`config.mk`:
```
export PLATFORM = sky130hd
export DESIGN_NAME = drive_command_supervisor_top
export DESIGN_NICKNAME = d
export VERILOG_FILES = /design/src/rtl/dcs_pkg.sv /design/src/rtl/drive_command_supervisor_top.sv
export SDC_FILE = /design/constraint.sdc
export NUM_CORES = 1
export LEC_CHECK = 0
export BUFFER_PORTS_ARGS = -buffer_cell sky130_fd_sc_hd__buf_2
export CAP_MARGIN = 20
export CORE_UTILIZATION = 60
export DETAILED_ROUTE_END_ITERATION = 8
export PLACE_DENSITY = 0.78
export SLEW_MARGIN = 0
export SYNTH_ARGS = -nofsm -noshare
export SYNTH_HDL_FRONTEND = slang
export SYNTH_SLANG_ARGS = --single-unit
```
`constraint.sdc`:
```
create_clock -name clk -period 8.7 [get_ports clk]
set_input_delay 0.435 -clock clk [delete_from_list [all_inputs] [get_ports clk]]
set_output_delay 0.435 -clock clk [all_outputs]
set_load 0.02 [all_outputs]
```
`src/rtl/dcs_pkg.sv`:
```
// Shared types and constants for the drive command supervisor.
// Holds field widths, register reset values, operation codes and the result record.
// No dependencies.
package dcs_pkg;

	localparam int MOTOR_COUNT = 4;
	localparam int MOTOR_IDX_W = (MOTOR_COUNT > 1) ? $clog2(MOTOR_COUNT) : 1;

	localparam int SPEED_W = 15;
	localparam int TIME_W  = 17;
	localparam int PERIOD_W = 16;
	localparam int COUNT_W = 15;
	localparam int REQ_W   = 16;
	localparam int ODO_W   = 16;
	localparam int CFG_W   = 17;
	localparam int CFG_IDX_W = 2;

	localparam logic [TIME_W-1:0]  TIME_MAX  = {TIME_W{1'b1}};
	localparam logic [COUNT_W-1:0] COUNT_MAX = {COUNT_W{1'b1}};

	localparam logic [SPEED_W-1:0]  MAX_SPEED_RST  = SPEED_W'(500);
	localparam logic [TIME_W-1:0]   STOP_TO_RST    = TIME_W'(200);
	localparam logic [TIME_W-1:0]   DISC_TO_RST    = TIME_W'(60000);
	localparam logic [PERIOD_W-1:0] REPORT_PER_RST = PERIOD_W'(100);

	typedef enum logic [1:0] {
		ACT_TICK    = 2'd0,
		ACT_COMMAND = 2'd1,
		ACT_EDGE    = 2'd2,
		ACT_NONE    = 2'd3
	} action_t;

	typedef enum logic [1:0] {
		CMD_CONNECT = 2'd0,
		CMD_RESET   = 2'd1,
		CMD_MOVE    = 2'd2,
		CMD_NOP     = 2'd3
	} command_t;

	typedef enum logic [CFG_IDX_W-1:0] {
		REG_MAX_SPEED   = 2'd0,
		REG_STOP_TO     = 2'd1,
		REG_DISC_TO     = 2'd2,
		REG_REPORT_PER  = 2'd3
	} cfg_reg_t;

	typedef struct packed {
		logic                    connected;
		logic [SPEED_W-1:0]      left_setpoint;
		logic                    left_backward;
		logic [SPEED_W-1:0]      right_setpoint;
		logic                    right_backward;
		logic                    loop_reset;
		logic                    report_valid;
		logic signed [ODO_W-1:0] odometry_a;
		logic signed [ODO_W-1:0] odometry_b;
		logic signed [ODO_W-1:0] odometry_c;
		logic signed [ODO_W-1:0] odometry_d;
	} result_t;

endpackage

```
`src/rtl/drive_command_supervisor_top.sv`:
```
// Drive command supervisor: link state, command timeouts, side setpoints and encoder counts.
// Depends on dcs_pkg for widths, codes and the result record.
//
// Results pass the result register, or the skid register in a stall, to res_valid.
// Throughput: one transaction per cycle while cmd_ready is high; all state is updated
// in the cycle of acceptance. A two-entry output (result register plus skid register)
// keeps cmd_ready high while one result waits. Reset (arst_n low) drops the link, clears
// timers, setpoints and tick counts, loads the register defaults and empties the output.
module drive_command_supervisor_top (
	input  logic                                clk,
	input  logic                                arst_n,
	input  logic                                cfg_we,
	input  logic [dcs_pkg::CFG_IDX_W-1:0]       cfg_index,
	input  logic [dcs_pkg::CFG_W-1:0]           cfg_data,
	input  logic                                cmd_valid,
	output logic                                cmd_ready,
	input  logic [1:0]                          action,
	input  logic [1:0]                          command_kind,
	input  logic signed [dcs_pkg::REQ_W-1:0]    left_request,
	input  logic signed [dcs_pkg::REQ_W-1:0]    right_request,
	input  logic [1:0]                          edge_motor,
	output logic                                res_valid,
	input  logic                                res_ready,
	output logic                                connected,
	output logic [dcs_pkg::SPEED_W-1:0]         left_setpoint,
	output logic                                left_backward,
	output logic [dcs_pkg::SPEED_W-1:0]         right_setpoint,
	output logic                                right_backward,
	output logic                                loop_reset,
	output logic                                report_valid,
	output logic signed [dcs_pkg::ODO_W-1:0]    odometry_a,
	output logic signed [dcs_pkg::ODO_W-1:0]    odometry_b,
	output logic signed [dcs_pkg::ODO_W-1:0]    odometry_c,
	output logic signed [dcs_pkg::ODO_W-1:0]    odometry_d
);
	import dcs_pkg::*;

	// Configuration registers.
	logic [SPEED_W-1:0]  max_speed_q;
	logic [TIME_W-1:0]   stop_to_q;
	logic [TIME_W-1:0]   disc_to_q;
	logic [PERIOD_W-1:0] report_per_q;

	// Supervisor state.
	logic               link_q;
	logic [TIME_W-1:0]  since_cmd_q;
	logic [TIME_W-1:0]  since_rep_q;
	logic [SPEED_W-1:0] speed_q [2];
	logic               rev_q [2];
	logic [COUNT_W-1:0] count_q [MOTOR_COUNT];

	// Output stage.
	logic    out_valid_q;
	logic    skid_valid_q;
	result_t out_q;
	result_t skid_q;

	logic accept;
	action_t  act;
	command_t kind;

	logic               link_d;
	logic [TIME_W-1:0]  since_cmd_d;
	logic [TIME_W-1:0]  since_rep_d;
	logic [SPEED_W-1:0] speed_d [2];
	logic               rev_d [2];
	logic [COUNT_W-1:0] count_d [MOTOR_COUNT];

	logic [TIME_W-1:0]  cmd_inc;
	logic [TIME_W-1:0]  rep_inc;
	logic               do_move;
	logic               move_user;
	logic               report;
	logic               stopped;
	logic signed [REQ_W-1:0] req [2];
	logic [REQ_W-1:0]   mag [2];
	logic signed [ODO_W-1:0] odo [4];
	result_t            res;

	assign act       = action_t'(action);
	assign kind      = command_t'(command_kind);
	assign cmd_ready = ~skid_valid_q;
	assign accept    = cmd_valid & cmd_ready;

	assign cmd_inc = (since_cmd_q == TIME_MAX) ? since_cmd_q : since_cmd_q + TIME_W'(1);
	assign rep_inc = (since_rep_q == TIME_MAX) ? since_rep_q : since_rep_q + TIME_W'(1);

	always_comb begin
		link_d      = link_q;
		since_cmd_d = since_cmd_q;
		since_rep_d = since_rep_q;
		count_d     = count_q;
		do_move     = 1'b0;
		move_user   = 1'b0;
		report      = 1'b0;

		case (act)
			ACT_TICK: begin
				since_cmd_d = cmd_inc;
				since_rep_d = rep_inc;
				if (link_q) begin
					if (cmd_inc > disc_to_q) begin
						do_move = 1'b1;
						link_d  = 1'b0;
					end else begin
						if (cmd_inc > stop_to_q) begin
							do_move = 1'b1;
						end
						if (rep_inc > {1'b0, report_per_q}) begin
							report      = 1'b1;
							since_rep_d = '0;
							for (int i = 0; i < MOTOR_COUNT; i++) begin
								count_d[i] = '0;
							end
						end
					end
				end
			end
			ACT_COMMAND: begin
				if (link_q) begin
					since_cmd_d = '0;
					case (kind)
						CMD_CONNECT: do_move = 1'b1;
						CMD_RESET: begin
							do_move = 1'b1;
							link_d  = 1'b0;
						end
						CMD_MOVE: begin
							do_move   = 1'b1;
							move_user = 1'b1;
						end
						default: ;
					endcase
				end else if (kind == CMD_CONNECT) begin
					since_cmd_d = '0;
					link_d      = 1'b1;
					do_move     = 1'b1;
				end
			end
			ACT_EDGE: begin
				for (int i = 0; i < MOTOR_COUNT; i++) begin
					if ({1'b0, edge_motor} == 3'(i) && count_q[i] != COUNT_MAX) begin
						count_d[i] = count_q[i] + COUNT_W'(1);
					end
				end
			end
			default: ;
		endcase
	end

	// Move: the final setpoint of each side depends only on its own request; a reversal or
	// a zero request on either side only raises loop_reset and does not stop the other side.
	always_comb begin
		req[0] = move_user ? left_request  : '0;
		req[1] = move_user ? right_request : '0;
		stopped = 1'b0;
		for (int s = 0; s < 2; s++) begin
			speed_d[s] = speed_q[s];
			rev_d[s]   = rev_q[s];
			mag[s]     = req[s][REQ_W-1] ? (~req[s] + REQ_W'(1)) : req[s];
		end
		if (do_move) begin
			for (int s = 0; s < 2; s++) begin
				if (req[s][REQ_W-1] != rev_q[s] || req[s] == '0) begin
					stopped = 1'b1;
				end
				if (req[s] == '0) begin
					speed_d[s] = '0;
					rev_d[s]   = 1'b0;
				end else begin
					speed_d[s] = (mag[s] > {1'b0, max_speed_q}) ? max_speed_q
						: mag[s][SPEED_W-1:0];
					rev_d[s]   = req[s][REQ_W-1];
				end
			end
		end
	end

	// Reports use the direction left after any stop in the same tick.
	always_comb begin
		for (int i = 0; i < 4; i++) begin
			odo[i] = '0;
		end
		for (int i = 0; i < MOTOR_COUNT; i++) begin
			if (i < 4 && report) begin
				odo[i] = rev_d[i % 2] ? -$signed({1'b0, count_q[i]})
					: $signed({1'b0, count_q[i]});
			end
		end
	end

	always_comb begin
		res.connected      = link_d;
		res.left_setpoint  = speed_d[0];
		res.left_backward  = rev_d[0];
		res.right_setpoint = speed_d[1];
		res.right_backward = rev_d[1];
		res.loop_reset     = stopped;
		res.report_valid   = report;
		res.odometry_a     = odo[0];
		res.odometry_b     = odo[1];
		res.odometry_c     = odo[2];
		res.odometry_d     = odo[3];
	end

	always_ff @(posedge clk or negedge arst_n) begin
		if (!arst_n) begin
			max_speed_q  <= MAX_SPEED_RST;
			stop_to_q    <= STOP_TO_RST;
			disc_to_q    <= DISC_TO_RST;
			report_per_q <= REPORT_PER_RST;
		end else if (cfg_we) begin
			case (cfg_reg_t'(cfg_index))
				REG_MAX_SPEED:  max_speed_q  <= cfg_data[SPEED_W-1:0];
				REG_STOP_TO:    stop_to_q    <= cfg_data[TIME_W-1:0];
				REG_DISC_TO:    disc_to_q    <= cfg_data[TIME_W-1:0];
				REG_REPORT_PER: report_per_q <= cfg_data[PERIOD_W-1:0];
				default: ;
			endcase
		end
	end

	always_ff @(posedge clk or negedge arst_n) begin
		if (!arst_n) begin
			link_q      <= 1'b0;
			since_cmd_q <= '0;
			since_rep_q <= '0;
			for (int s = 0; s < 2; s++) begin
				speed_q[s] <= '0;
				rev_q[s]   <= 1'b0;
			end
			for (int i = 0; i < MOTOR_COUNT; i++) begin
				count_q[i] <= '0;
			end
		end else if (accept) begin
			link_q      <= link_d;
			since_cmd_q <= since_cmd_d;
			since_rep_q <= since_rep_d;
			speed_q     <= speed_d;
			rev_q       <= rev_d;
			count_q     <= count_d;
		end
	end

	// The skid register catches a transaction accepted while the result register is stalled.
	always_ff @(posedge clk or negedge arst_n) begin
		if (!arst_n) begin
			out_valid_q  <= 1'b0;
			skid_valid_q <= 1'b0;
		end else if (!out_valid_q || res_ready) begin
			out_valid_q  <= skid_valid_q | accept;
			skid_valid_q <= 1'b0;
		end else if (accept) begin
			skid_valid_q <= 1'b1;
		end
	end

	always_ff @(posedge clk) begin
		if (!out_valid_q || res_ready) begin
			out_q <= skid_valid_q ? skid_q : res;
		end else if (accept) begin
			skid_q <= res;
		end
	end

	assign res_valid      = out_valid_q;
	assign connected      = out_q.connected;
	assign left_setpoint  = out_q.left_setpoint;
	assign left_backward  = out_q.left_backward;
	assign right_setpoint = out_q.right_setpoint;
	assign right_backward = out_q.right_backward;
	assign loop_reset     = out_q.loop_reset;
	assign report_valid   = out_q.report_valid;
	assign odometry_a     = out_q.odometry_a;
	assign odometry_b     = out_q.odometry_b;
	assign odometry_c     = out_q.odometry_c;
	assign odometry_d     = out_q.odometry_d;

endmodule
```
==> results of run 1 <==
metrics by stage:
step / power, mW / cells / utilization / setup WS [ns]
floorplan: 3.07 / 2108 / - / 0.921
global placement: 3.35 / 2630 / 0.650 / 2.99
detailed placement: 3.40 / 2630 / 0.650 / 2.81
CTS: 5.22 / 2708 / 0.690 / 2.81
global route: 5.43 / 2711 / 0.691 / 2.35
finish: 5.19 / 2712 / 0.692 / 2.70
tightest hold or removal path, stage by stage:
cell                      delay (ns)
sky130_fd_sc_hd__buf_2          0.10
sky130_fd_sc_hd__nor2_1         0.05
sky130_fd_sc_hd__nand2_1        0.05
logic make-up after synthesis:
group | share of synthesized area
compound gates | 0.120
buf+inv | 0.0388
xor+xnor | 0.0529
fa+ha+maj | 0.0535
simple gates | 0.165
mux | 0.0664
flops | 0.503
worst paths after layout:
check | from | end | slack [ns] | cells after the start
max | since_cmd_q[13] | odometry_c[1] | 2.70 | 15
min | cmd_valid | res_valid | 0.12 | 3
max reg2reg | since_cmd_q[13] | odometry_c[1] | 2.70 | 15
min reg2reg | speed_q[16] | speed_q[16] | 0.48 | 2
max in group asynchronous | arst_n | count_q[23] | 7.04 | 3
min in group asynchronous | arst_n | stop_to_q[2] | 0.40 | 2
registers in the layout, summed over array words and instances, names as in the netlist, 2 cells and up:
name and flops:
rev_q 2, since_cmd_q 17, report_per_q 16, stop_to_q 17
odometry_c 16, left_setpoint 15, odometry_a 16, odometry_b 16
since_rep_q 17, count_q 60, speed_q 30, odometry_d 16
right_setpoint 15, disc_to_q 17, skid_q 99, max_speed_q 15
cell type report:
cell class                 instances  area, um^2
inverter                          99         372
sequential                       392       10800
clock buffer                      67        1270
clock inverter                    10         133
fill                            2631       10800
tap                              455         569
multi-input combinational       1501        9930
antenna                            1        2.50
timing repair buffer             187        1030
synth_stat cells, types with 25 or more instances:
master	instances	area, um^2
sky130_fd_sc_hd__nand2_1	231	867
sky130_fd_sc_hd__nor2_1	204	766
sky130_fd_sc_hd__edfxtp_1	198	5950
sky130_fd_sc_hd__dfrtp_1	175	4380
sky130_fd_sc_hd__o21ai_0	157	786
sky130_fd_sc_hd__inv_1	98	368
sky130_fd_sc_hd__ha_1	92	1150
sky130_fd_sc_hd__clkbuf_1	90	338
sky130_fd_sc_hd__xnor2_1	86	753
sky130_fd_sc_hd__mux2_2	79	890
sky130_fd_sc_hd__a21oi_1	62	310
sky130_fd_sc_hd__o31ai_1	54	405
sky130_fd_sc_hd__mux2i_1	51	510
sky130_fd_sc_hd__xor2_1	44	385
sky130_fd_sc_hd__nand3_1	43	215
sky130_fd_sc_hd__nor3_1	42	210
sky130_fd_sc_hd__nand4_1	35	219
sky130_fd_sc_hd__and2_1	34	213
sky130_fd_sc_hd__and3_1	32	200
sky130_fd_sc_hd__or3_1	30	188
sky130_fd_sc_hd__a21boi_0	27	203
sky130_fd_sc_hd__a31oi_1	25	156
power groups by stage:
stage	clock network, mW	logic, mW	registers [mW]
2_1_floorplan	0	0.759	2.31
3_3_place_gp	0	1.07	2.28
3_5_place_dp	0	1.11	2.29
4_1_cts	1.84	1.12	2.25
5_1_grt	1.91	1.25	2.27
6_report	1.81	1.13	2.25
routing by layer:
layer  GRT usage  vias to the layer above  share of wire
met5           0                        -        0.00021
met4       0.126                        2          0.036
met3      0.0450                      105          0.064
met2       0.463                      580           0.48
met1       0.391                     7935           0.42
li1            -                     7788              -
==> report_table.html, run 1 <==
<table>
<tr><th>Metric</th><th>Value</th></tr>
<tr><th colspan="2">Placement</th></tr>
<tr><td>Quantity of I/O buffers inserted on ports</td><td>162</td></tr>
<tr><td>Weighted congestion reported at the end of routability-driven placement</td><td>0.934</td></tr>
<tr><td>Half-perimeter wire length of the detailed placement result</td><td>36400 um</td></tr>
<tr><td>Instance area after placement</td><td>22700 um^2</td></tr>
<tr><th colspan="2">Cells and area</th></tr>
<tr><td>Final Instance Area</td><td>24100 um^2</td></tr>
<tr><td>Area delta synth-&gt;final</td><td>12.1%</td></tr>
<tr><td>Fraction of final layout cells sized beyond drive strength 1</td><td>0.168</td></tr>
<tr><td>Most common cell after layout, fill and taps aside</td><td>sky130_fd_sc_hd__nand2_1</td></tr>
<tr><td>Most frequent cells in the layout</td><td>sky130_fd_sc_hd__nand2_1 (231), sky130_fd_sc_hd__nor2_1 (202), sky130_fd_sc_hd__edfxtp_1 (198), sky130_fd_sc_hd__dfrtp_1 (174), sky130_fd_sc_hd__buf_2 (161)</td></tr>
<tr><td>Nets</td><td>2377</td></tr>
<tr><th colspan="2">Power</th></tr>
<tr><td>Static leakage power</td><td>10.5 nW</td></tr>
<tr><td>Sequential cell fraction of total power</td><td>0.434</td></tr>
<tr><td>P per Cell Area</td><td>215 nW/um^2</td></tr>
<tr><td>Switching Power</td><td>1.53 mW</td></tr>
<tr><td>Worst vdd ir</td><td>0.175 mV</td></tr>
<tr><td>Net switching fraction of the power</td><td>0.295</td></tr>
<tr><td>Clock share of power</td><td>0.349</td></tr>
<tr><td>Comb power frac</td><td>0.217</td></tr>
<tr><td>Internal power</td><td>3.66 mW</td></tr>
<tr><th colspan="2">Floorplanning</th></tr>
<tr><td>Count of boundary I/O pins</td><td>163</td></tr>
<tr><td>Horizontal die dimension</td><td>191 um</td></tr>
<tr><td>Die footprint</td><td>36600 um^2</td></tr>
<tr><td>Std-Cell Rows</td><td>68</td></tr>
<tr><td>Height of the die</td><td>191 um</td></tr>
<tr><td>Placeable core region</td><td>34900 um^2</td></tr>
<tr><td>Starting density of the core</td><td>0.617</td></tr>
<tr><th colspan="2">Clock network</th></tr>
<tr><td>CTS resizes</td><td>0</td></tr>
<tr><td>Clock tree root buffer cell</td><td>sky130_fd_sc_hd__clkbuf_16</td></tr>
<tr><td>CTS tree</td><td>yes</td></tr>
<tr><td>Skew-Pair Late Insertion Delay</td><td>0.57 ns</td></tr>
<tr><td>Postcts setup bufs</td><td>0</td></tr>
<tr><td>Clk sink count</td><td>392</td></tr>
<tr><td>Hold buffer count at CTS</td><td>1</td></tr>
<tr><td>H-tree lvl count</td><td>2</td></tr>
<tr><td>Clock buffers created by TritonCTS</td><td>42</td></tr>
<tr><td>Clock Pin Slew Worst Setup and Hold Paths</td><td>0.06 ns</td></tr>
<tr><td>Maximum count of clock buffers along a single path</td><td>3</td></tr>
<tr><th colspan="2">GRT</th></tr>
<tr><td>Initial antenna violation count</td><td>2</td></tr>
<tr><td>Residual overflow from global routing</td><td>0</td></tr>
<tr><td>Vias in the first global route</td><td>15756</td></tr>
<tr><td>Wire length of the first global-routing pass</td><td>83400 um</td></tr>
<tr><td>Maximum number of pins on one net before global-route repair</td><td>79</td></tr>
<tr><td>Total track usage</td><td>0.289</td></tr>
<tr><th colspan="2">Worst setup path</th></tr>
<tr><td>Cell occurring most often along the worst timing path</td><td>sky130_fd_sc_hd__and3_1</td></tr>
<tr><td>CP max FO</td><td>24</td></tr>
<tr><td>CP cell instances</td><td>and3_1 &gt; and3_1 &gt; a311oi_1 &gt; and3_1 &gt; and3_1 &gt; xor2_1 &gt; ha_1 &gt; a21oi_1 &gt; nand2_1 &gt; a221o_1 &gt; a22oi_2 &gt; nand4_1 &gt; nand2_1 &gt; mux2i_1 &gt; o21ai_0</td></tr>
<tr><td>Total buffers and inverters traversed by the critical path</td><td>0</td></tr>
<tr><td>Required time of the critical path</td><td>9.01 ns</td></tr>
<tr><td>Highest-delay cell along the critical path</td><td>sky130_fd_sc_hd__nand2_1</td></tr>
<tr><td>WP data arrival</td><td>6.31 ns</td></tr>
<tr><td>Setup CP Type</td><td>reg -&gt; reg</td></tr>
<tr><td>Element type at the critical path start</td><td>register</td></tr>
<tr><td>Nature of the critical path endpoint</td><td>register</td></tr>
<tr><td>Top Family by Delay on Critical Path</td><td>simple AND/OR/NAND/NOR gates</td></tr>
<tr><td>Longest individual stage delay on the worst path</td><td>0.90 ns</td></tr>
<tr><th colspan="2">Detailed routing</th></tr>
<tr><td>Final routed DRC violation total</td><td>0</td></tr>
<tr><td>Final Routed Wirelength</td><td>52200 um</td></tr>
<tr><td>Vias after detailed routing</td><td>16410</td></tr>
<tr><td>Via density per instance</td><td>6.05</td></tr>
<tr><td>Antenna viol nets, final</td><td>0</td></tr>
<tr><td>Average detailed-routed wire length per instance</td><td>19.2 um</td></tr>
<tr><td>First-pass DRT Iterations</td><td>5</td></tr>
<tr><td>Violation count after the first detailed-routing iteration</td><td>1416</td></tr>
<tr><th colspan="2">Yosys</th></tr>
<tr><td>Most common flop cell mapped by yosys</td><td>sky130_fd_sc_hd__edfxtp_1</td></tr>
<tr><td>Synth Net Count</td><td>2262</td></tr>
<tr><td>Fraction of registers with async set or reset after synthesis</td><td>0.495</td></tr>
<tr><td>Sequential-to-total area share from yosys stat</td><td>0.503</td></tr>
<tr><td>Yosys warning total</td><td>0</td></tr>
<tr><td>Flip-flop and latch count after synthesis</td><td>392</td></tr>
<tr><td>Gate count after technology mapping</td><td>2108</td></tr>
<tr><td>Syn_area_per_cell</td><td>10.2 um^2</td></tr>
<tr><td>Count of flip-flops with a built-in enable after synthesis</td><td>198</td></tr>
<tr><td>Netlist area before placement</td><td>21500 um^2</td></tr>
<tr><td>Number of distinct standard cells referenced by the synthesized netlist</td><td>76</td></tr>
<tr><th colspan="2">STA</th></tr>
<tr><td>Final Cycle Share</td><td>0.689</td></tr>
<tr><td>Top achievable clock speed</td><td>167 MHz</td></tr>
<tr><td>Max-slew violations</td><td>0</td></tr>
<tr><td>Post-Route Skew</td><td>0.0264 ns</td></tr>
<tr><td>Slew at the pin closest to its max-slew limit</td><td>1.10 ns</td></tr>
<tr><td>Worst hold margin</td><td>0.119 ns</td></tr>
<tr><td>RSZ-0062 raised after global routing</td><td>no</td></tr>
<tr><td>Setup violations, final</td><td>0</td></tr>
<tr><td>Slew Limit Headroom</td><td>0.264</td></tr>
<tr><td>Final total negative setup slack</td><td>0 ns</td></tr>
<tr><td>Final number of hold-violating endpoints</td><td>0</td></tr>
<tr><td>Clock period minus final worst setup slack</td><td>6.00 ns</td></tr>
<tr><th colspan="2">Job</th></tr>
<tr><td>Max Cap Violations</td><td>0</td></tr>
<tr><th colspan="2">Run status</th></tr>
<tr><td>Outcome</td><td>finished, final reports clean</td></tr>
<tr><th colspan="2">Hold path</th></tr>
<tr><td>Path class of the lowest-slack min-delay path</td><td>in -&gt; reg</td></tr>
</table>
No activity file was read; power rests on OpenSTA's default activity.
==> run 2, diff against run 1 <==
--- a/config.mk
+++ b/config.mk
@@ -5,11 +5,12 @@
 export SDC_FILE = /design/constraint.sdc
 export NUM_CORES = 1
 export LEC_CHECK = 0
+export ABC_AREA = 1
 export BUFFER_PORTS_ARGS = -buffer_cell sky130_fd_sc_hd__buf_2
 export CAP_MARGIN = 20
-export CORE_UTILIZATION = 60
+export CORE_UTILIZATION = 56
 export DETAILED_ROUTE_END_ITERATION = 8
-export PLACE_DENSITY = 0.78
+export PLACE_DENSITY = 0.76
 export SLEW_MARGIN = 0
 export SYNTH_ARGS = -nofsm -noshare
 export SYNTH_HDL_FRONTEND = slang
==> constraint.sdc (replaced) <==
create_clock -name clk -period 5.3 [get_ports clk]
set_input_delay 0.265 -clock clk [delete_from_list [all_inputs] [get_ports clk]]
set_output_delay 0.265 -clock clk [all_outputs]
set_load 0.02 [all_outputs]
==> run 2 against run 1 <==
- largest cell class unchanged
- wire length rose by 15%
- sequential power is 72% higher
- first-iteration DRC count increased by 15%
- non-clock buffer count grew 2
- largest power group unchanged
- sequential cell count stayed put
- highest routed layer unchanged
- clock power rose by 64%
- cell count up 29%
- utilization down 5.6 points
- via count increased by 20%
- maximum frequency up 28%
==> report_table.html, run 2 <==
<table>
<tr><th>Metric</th><th>Value</th></tr>
<tr><th colspan="2">Worst setup path</th></tr>
<tr><td>CP cell instances</td><td>ha_1 &gt; nand3_1 &gt; nor2_1 &gt; nand4_1 &gt; nor2_1 &gt; nor3_1 &gt; nand2_1 &gt; nor2_1 &gt; nand2_1 &gt; xor2_1 &gt; ha_1 &gt; nand2_1 &gt; inv_1 &gt; nand3_1 &gt; inv_1 &gt; a21oi_1 &gt; nand2_1 &gt; nand2_1 &gt; nand2_1 &gt; nand2_2 &gt; nand3_2 &gt; nand2_2 &gt; o21ai_0 &gt; and2_1</td></tr>
<tr><td>Top Family by Delay on Critical Path</td><td>simple AND/OR/NAND/NOR gates</td></tr>
<tr><td>Cell occurring most often along the worst timing path</td><td>sky130_fd_sc_hd__nand2_1</td></tr>
<tr><td>Element type at the critical path start</td><td>register</td></tr>
<tr><td>Total number of cells along the worst setup path</td><td>24 (+9)</td></tr>
<tr><td>Highest-delay cell along the critical path</td><td>sky130_fd_sc_hd__nand2_2</td></tr>
<tr><td>Nature of the critical path endpoint</td><td>register</td></tr>
<tr><td>CP max FO</td><td>34 (+42%)</td></tr>
<tr><td>WP data arrival</td><td>5.02 ns (-1.29 ns)</td></tr>
<tr><td>Setup CP Type</td><td>reg -&gt; reg</td></tr>
<tr><td>Required time of the critical path</td><td>5.63 ns (-3.38 ns)</td></tr>
<tr><td>Reg2reg path depth</td><td>24 (+9)</td></tr>
<tr><td>Longest individual stage delay on the worst path</td><td>0.58 ns (-0.32 ns)</td></tr>
<tr><td>Total buffers and inverters traversed by the critical path</td><td>2 (+2)</td></tr>
<tr><th colspan="2">STA</th></tr>
<tr><td>Setup violations, final</td><td>0 (unchanged)</td></tr>
<tr><td>RSZ-0062 raised after global routing</td><td>no</td></tr>
<tr><td>Final number of hold-violating endpoints</td><td>0 (unchanged)</td></tr>
<tr><td>Final total negative setup slack</td><td>0 ns (unchanged)</td></tr>
<tr><td>Slew at the pin closest to its max-slew limit</td><td>1.10 ns (-0.00644 ns)</td></tr>
<tr><td>Max-slew violations</td><td>0 (unchanged)</td></tr>
<tr><td>Top achievable clock speed</td><td>213 MHz (+28%)</td></tr>
<tr><td>Clock period minus final worst setup slack</td><td>4.69 ns (-1.31 ns)</td></tr>
<tr><td>Slew Limit Headroom</td><td>0.268 (+0.00429)</td></tr>
<tr><td>Final Cycle Share</td><td>0.885 (+0.196)</td></tr>
<tr><td>Post-Route Skew</td><td>0.0254 ns (-0.000964 ns)</td></tr>
<tr><td>Worst Setup Slack, final</td><td>0.609 ns (-2.09 ns)</td></tr>
<tr><th colspan="2">Yosys</th></tr>
<tr><td>Flip-flop and latch count after synthesis</td><td>392 (unchanged)</td></tr>
<tr><td>Number of distinct standard cells referenced by the synthesized netlist</td><td>53 (-30%)</td></tr>
<tr><td>Fraction of registers with async set or reset after synthesis</td><td>0.495 (unchanged)</td></tr>
<tr><td>Netlist area before placement</td><td>22800 um^2 (+6.1%)</td></tr>
<tr><td>Cell type with the largest total area after synthesis</td><td>sky130_fd_sc_hd__edfxtp_1</td></tr>
<tr><td>Yosys warning total</td><td>0 (unchanged)</td></tr>
<tr><td>Synth Net Count</td><td>2969 (+31%)</td></tr>
<tr><td>Syn_area_per_cell</td><td>8.11 um^2 (-21%)</td></tr>
<tr><td>Sequential-to-total area share from yosys stat</td><td>0.474 (-0.0289)</td></tr>
<tr><td>Commonest cells in the synthesized netlist</td><td>sky130_fd_sc_hd__nand2_1 (856), sky130_fd_sc_hd__inv_1 (268), sky130_fd_sc_hd__edfxtp_1 (198)</td></tr>
<tr><td>Cell with the most instances after synthesis</td><td>sky130_fd_sc_hd__nand2_1</td></tr>
<tr><td>Top-area cell type share of the netlist area</td><td>0.260 (-0.0159)</td></tr>
<tr><td>Gate count after technology mapping</td><td>2815 (+34%)</td></tr>
<tr><td>Count of flip-flops with a built-in enable after synthesis</td><td>198 (unchanged)</td></tr>
<tr><td>Cells taking the most area after synthesis</td><td>sky130_fd_sc_hd__edfxtp_1 (26%), sky130_fd_sc_hd__dfrtp_1 (19%), sky130_fd_sc_hd__nand2_1 (14%)</td></tr>
<tr><td>Most common flop cell mapped by yosys</td><td>sky130_fd_sc_hd__edfxtp_1</td></tr>
<tr><th colspan="2">Cells and area</th></tr>
<tr><td>Fraction of final layout cells sized beyond drive strength 1</td><td>0.114 (-0.0539)</td></tr>
<tr><td>Seq. cell area</td><td>10800 um^2 (about the same)</td></tr>
<tr><td>Register bank with the most flops</td><td>skid_q</td></tr>
<tr><td>Utilization after layout</td><td>0.636 (-0.0559)</td></tr>
<tr><td>Antenna diodes</td><td>0 (-1)</td></tr>
<tr><td>Number of fill cells</td><td>3506 (+33%)</td></tr>
<tr><td>Top flop regs</td><td>skid_q x99, count_q x60, speed_q x30</td></tr>
<tr><td>Most common cell after layout, fill and taps aside</td><td>sky130_fd_sc_hd__nand2_1</td></tr>
<tr><td>Nets</td><td>3091 (+30%)</td></tr>
<tr><td>Area occupied by multi-input gates</td><td>10400 um^2 (+5.2%)</td></tr>
<tr><td>Flip-flop count of the largest register, all copies and words added</td><td>99 (unchanged)</td></tr>
<tr><td>Area delta synth-&gt;final</td><td>11.4%</td></tr>
<tr><td>Most frequent cells in the layout</td><td>sky130_fd_sc_hd__nand2_1 (855), sky130_fd_sc_hd__inv_1 (268), sky130_fd_sc_hd__edfxtp_1 (198), sky130_fd_sc_hd__nand3_1 (195), sky130_fd_sc_hd__nor2_1 (193)</td></tr>
<tr><td>Final Instance Area</td><td>25400 um^2 (+5.4%)</td></tr>
<tr><th colspan="2">Clock network</th></tr>
<tr><td>Skew-Pair Late Insertion Delay</td><td>0.57 ns (about the same)</td></tr>
<tr><td>Postcts setup bufs</td><td>0 (unchanged)</td></tr>
<tr><td>H-tree lvl count</td><td>2 (unchanged)</td></tr>
<tr><td>Clock Pin Slew Worst Setup and Hold Paths</td><td>0.06 ns (about the same)</td></tr>
<tr><td>Clk sink count</td><td>392 (unchanged)</td></tr>
<tr><td>Clock buffers created by TritonCTS</td><td>43 (+2.4%)</td></tr>
<tr><td>CTS tree</td><td>yes</td></tr>
<tr><td>Clock tree root buffer cell</td><td>sky130_fd_sc_hd__clkbuf_16</td></tr>
<tr><td>Maximum count of clock buffers along a single path</td><td>3 (unchanged)</td></tr>
<tr><th colspan="2">Detailed routing</th></tr>
<tr><td>Antenna viol nets, final</td><td>0 (unchanged)</td></tr>
<tr><td>Final Routed Wirelength</td><td>60000 um (+15%)</td></tr>
<tr><td>Via density per instance</td><td>5.62 (-7.2%)</td></tr>
<tr><td>DR WL met2</td><td>27300 um (+10%)</td></tr>
<tr><td>Top layer used by detailed routing</td><td>met5</td></tr>
<tr><td>Average detailed-routed wire length per instance</td><td>17.2 um (-11%)</td></tr>
<tr><td>Total met3 wirelength after detailed routing</td><td>3840 um (+15%)</td></tr>
<tr><td>Violation count after the first detailed-routing iteration</td><td>1634 (+15%)</td></tr>
<tr><td>Vias after detailed routing</td><td>19638 (+20%)</td></tr>
<tr><td>First-pass DRT Iterations</td><td>8 (+3)</td></tr>
<tr><td>Final routed DRC violation total</td><td>0 (unchanged)</td></tr>
<tr><td>Wire length on met1</td><td>26900 um (+22%)</td></tr>
<tr><th colspan="2">GRT</th></tr>
<tr><td>Maximum number of pins on one net before global-route repair</td><td>111 (+41%)</td></tr>
<tr><td>Wire length of the first global-routing pass</td><td>96500 um (+16%)</td></tr>
<tr><td>Residual overflow from global routing</td><td>0 (unchanged)</td></tr>
<tr><td>Total track usage</td><td>0.292 (+0.00266)</td></tr>
<tr><td>Vias in the first global route</td><td>18756 (+19%)</td></tr>
<tr><td>Initial antenna violation count</td><td>4 (+2)</td></tr>
<tr><th colspan="2">Power</th></tr>
<tr><td>Worst vdd ir</td><td>0.285 mV (+63%)</td></tr>
<tr><td>P per Cell Area</td><td>375 nW/um^2 (+74%)</td></tr>
<tr><td>Power Total</td><td>9.55 mW (+84%)</td></tr>
<tr><td>Static leakage power</td><td>12.1 nW (+15%)</td></tr>
<tr><th colspan="2">Floorplanning</th></tr>
<tr><td>Count of boundary I/O pins</td><td>163 (unchanged)</td></tr>
<tr><td>Horizontal die dimension</td><td>204 um (+6.5%)</td></tr>
<tr><td>Starting density of the core</td><td>0.571 (-0.0463)</td></tr>
<tr><td>Die footprint</td><td>41600 um^2 (+14%)</td></tr>
<tr><td>Height of the die</td><td>204 um (+6.5%)</td></tr>
<tr><td>Std-Cell Rows</td><td>73 (+7.4%)</td></tr>
<tr><td>Placeable core region</td><td>40000 um^2 (+15%)</td></tr>
<tr><th colspan="2">Placement</th></tr>
<tr><td>Instance area after placement</td><td>24000 um^2 (+5.8%)</td></tr>
<tr><td>Weighted congestion reported at the end of routability-driven placement</td><td>0.943 (+0.99%)</td></tr>
<tr><td>Quantity of I/O buffers inserted on ports</td><td>162 (unchanged)</td></tr>
<tr><td>Worst-case setup slack after placement</td><td>0.631 ns (-2.18 ns)</td></tr>
<tr><td>Half-perimeter wire length of the detailed placement result</td><td>42400 um (+16%)</td></tr>
<tr><th colspan="2">Hold path</th></tr>
<tr><td>Depth of the worst hold-timing path</td><td>3 (unchanged)</td></tr>
<tr><td>Path class of the lowest-slack min-delay path</td><td>in -&gt; reg</td></tr>
<tr><th colspan="2">Run status</th></tr>
<tr><td>Outcome</td><td>finished, final reports clean</td></tr>
<tr><th colspan="2">Job</th></tr>
<tr><td>Max Cap Violations</td><td>0 (unchanged)</td></tr>
</table>
-- run 2: cell types whose count changed in the layout (fill, tap and decap cells not counted), sizes merged, moves of 74 or more --
cell / previous run / this run
nand2: 231 / 884
nand3: 44 / 205
xor2: 44 / 119
nand4: 35 / 109
inv: 101 / 277
mux2: 81 / 0
xnor2: 86 / 2
-- run 2: cell type report --
cell class                 count  area share
sequential                   392       0.426
multi-input combinational   2029       0.411
clock buffer                  60      0.0464
inverter                     282      0.0416
timing repair buffer         189      0.0413
tap                          525      0.0258
clock inverter                20     0.00832
-- run 2: power by group --
part / switching [mW] / internal [mW] / leakage, nW
clock network: 1.21 / 1.76 / 0.682
registers: 0.258 / 3.60 / 4.51
logic: 1.84 / 0.878 / 6.87
total: 3.32 / 6.23 / 12.1
-- run 2: final timing paths --
check,end,slack (ns),from
worst max-delay path,skid_q[49],0.61,since_cmd_q[1]
worst min-delay path,report_per_q[11],0.06,cfg_data[11]
worst max register to register,skid_q[49],0.61,since_cmd_q[1]
worst min register to register,speed_q[28],0.48,speed_q[28]
max in group asynchronous,speed_q[26],3.66,arst_n
min in group asynchronous,count_q[48],0.32,arst_n
-- run 2: through the flow --
step                instances  hold slack [ns]
floorplan                2815          -0.0306
global placement         3413            0.430
detailed placement       3413            0.444
CTS                      3496           0.0369
global route             3497           0.0772
finish                   3497           0.0632
-- run 2: worst min-delay path: stages --
cell and delay [ns]:
sky130_fd_sc_hd__buf_2 0.07, sky130_fd_sc_hd__inv_1 0.09, sky130_fd_sc_hd__o21ai_0 0.16
-- run 2: logic make-up (layout without fill, tap and decap cells) --
| group | after synthesis | after routing | synth area share |
|---|---|---|---|
| flops | 392 | 392 | 0.474 |
| buf+inv | 394 | 551 | 0.0694 |
| compound gates | 307 | 307 | 0.0725 |
| xor+xnor | 121 | 121 | 0.0464 |
| fa+ha+maj | 92 | 92 | 0.0504 |
| simple gates | 1509 | 1509 | 0.287 |
-- run 2: timing repair --
item | 4_1_cts | 5_1_grt
gates resized for setup | 0 | 0
hold buffers | 3 | 0
hold endpoints to repair | 93 | 0
-- run 2: per-layer routing --
| layer | vias to the layer above | GRT usage |
|---|---|---|
| li1 | 9545 | - |
| met1 | 9280 | 0.409 |
| met2 | 685 | 0.468 |
| met3 | 120 | 0.0356 |
| met4 | 8 | 0.105 |
| met5 | - | 0 |
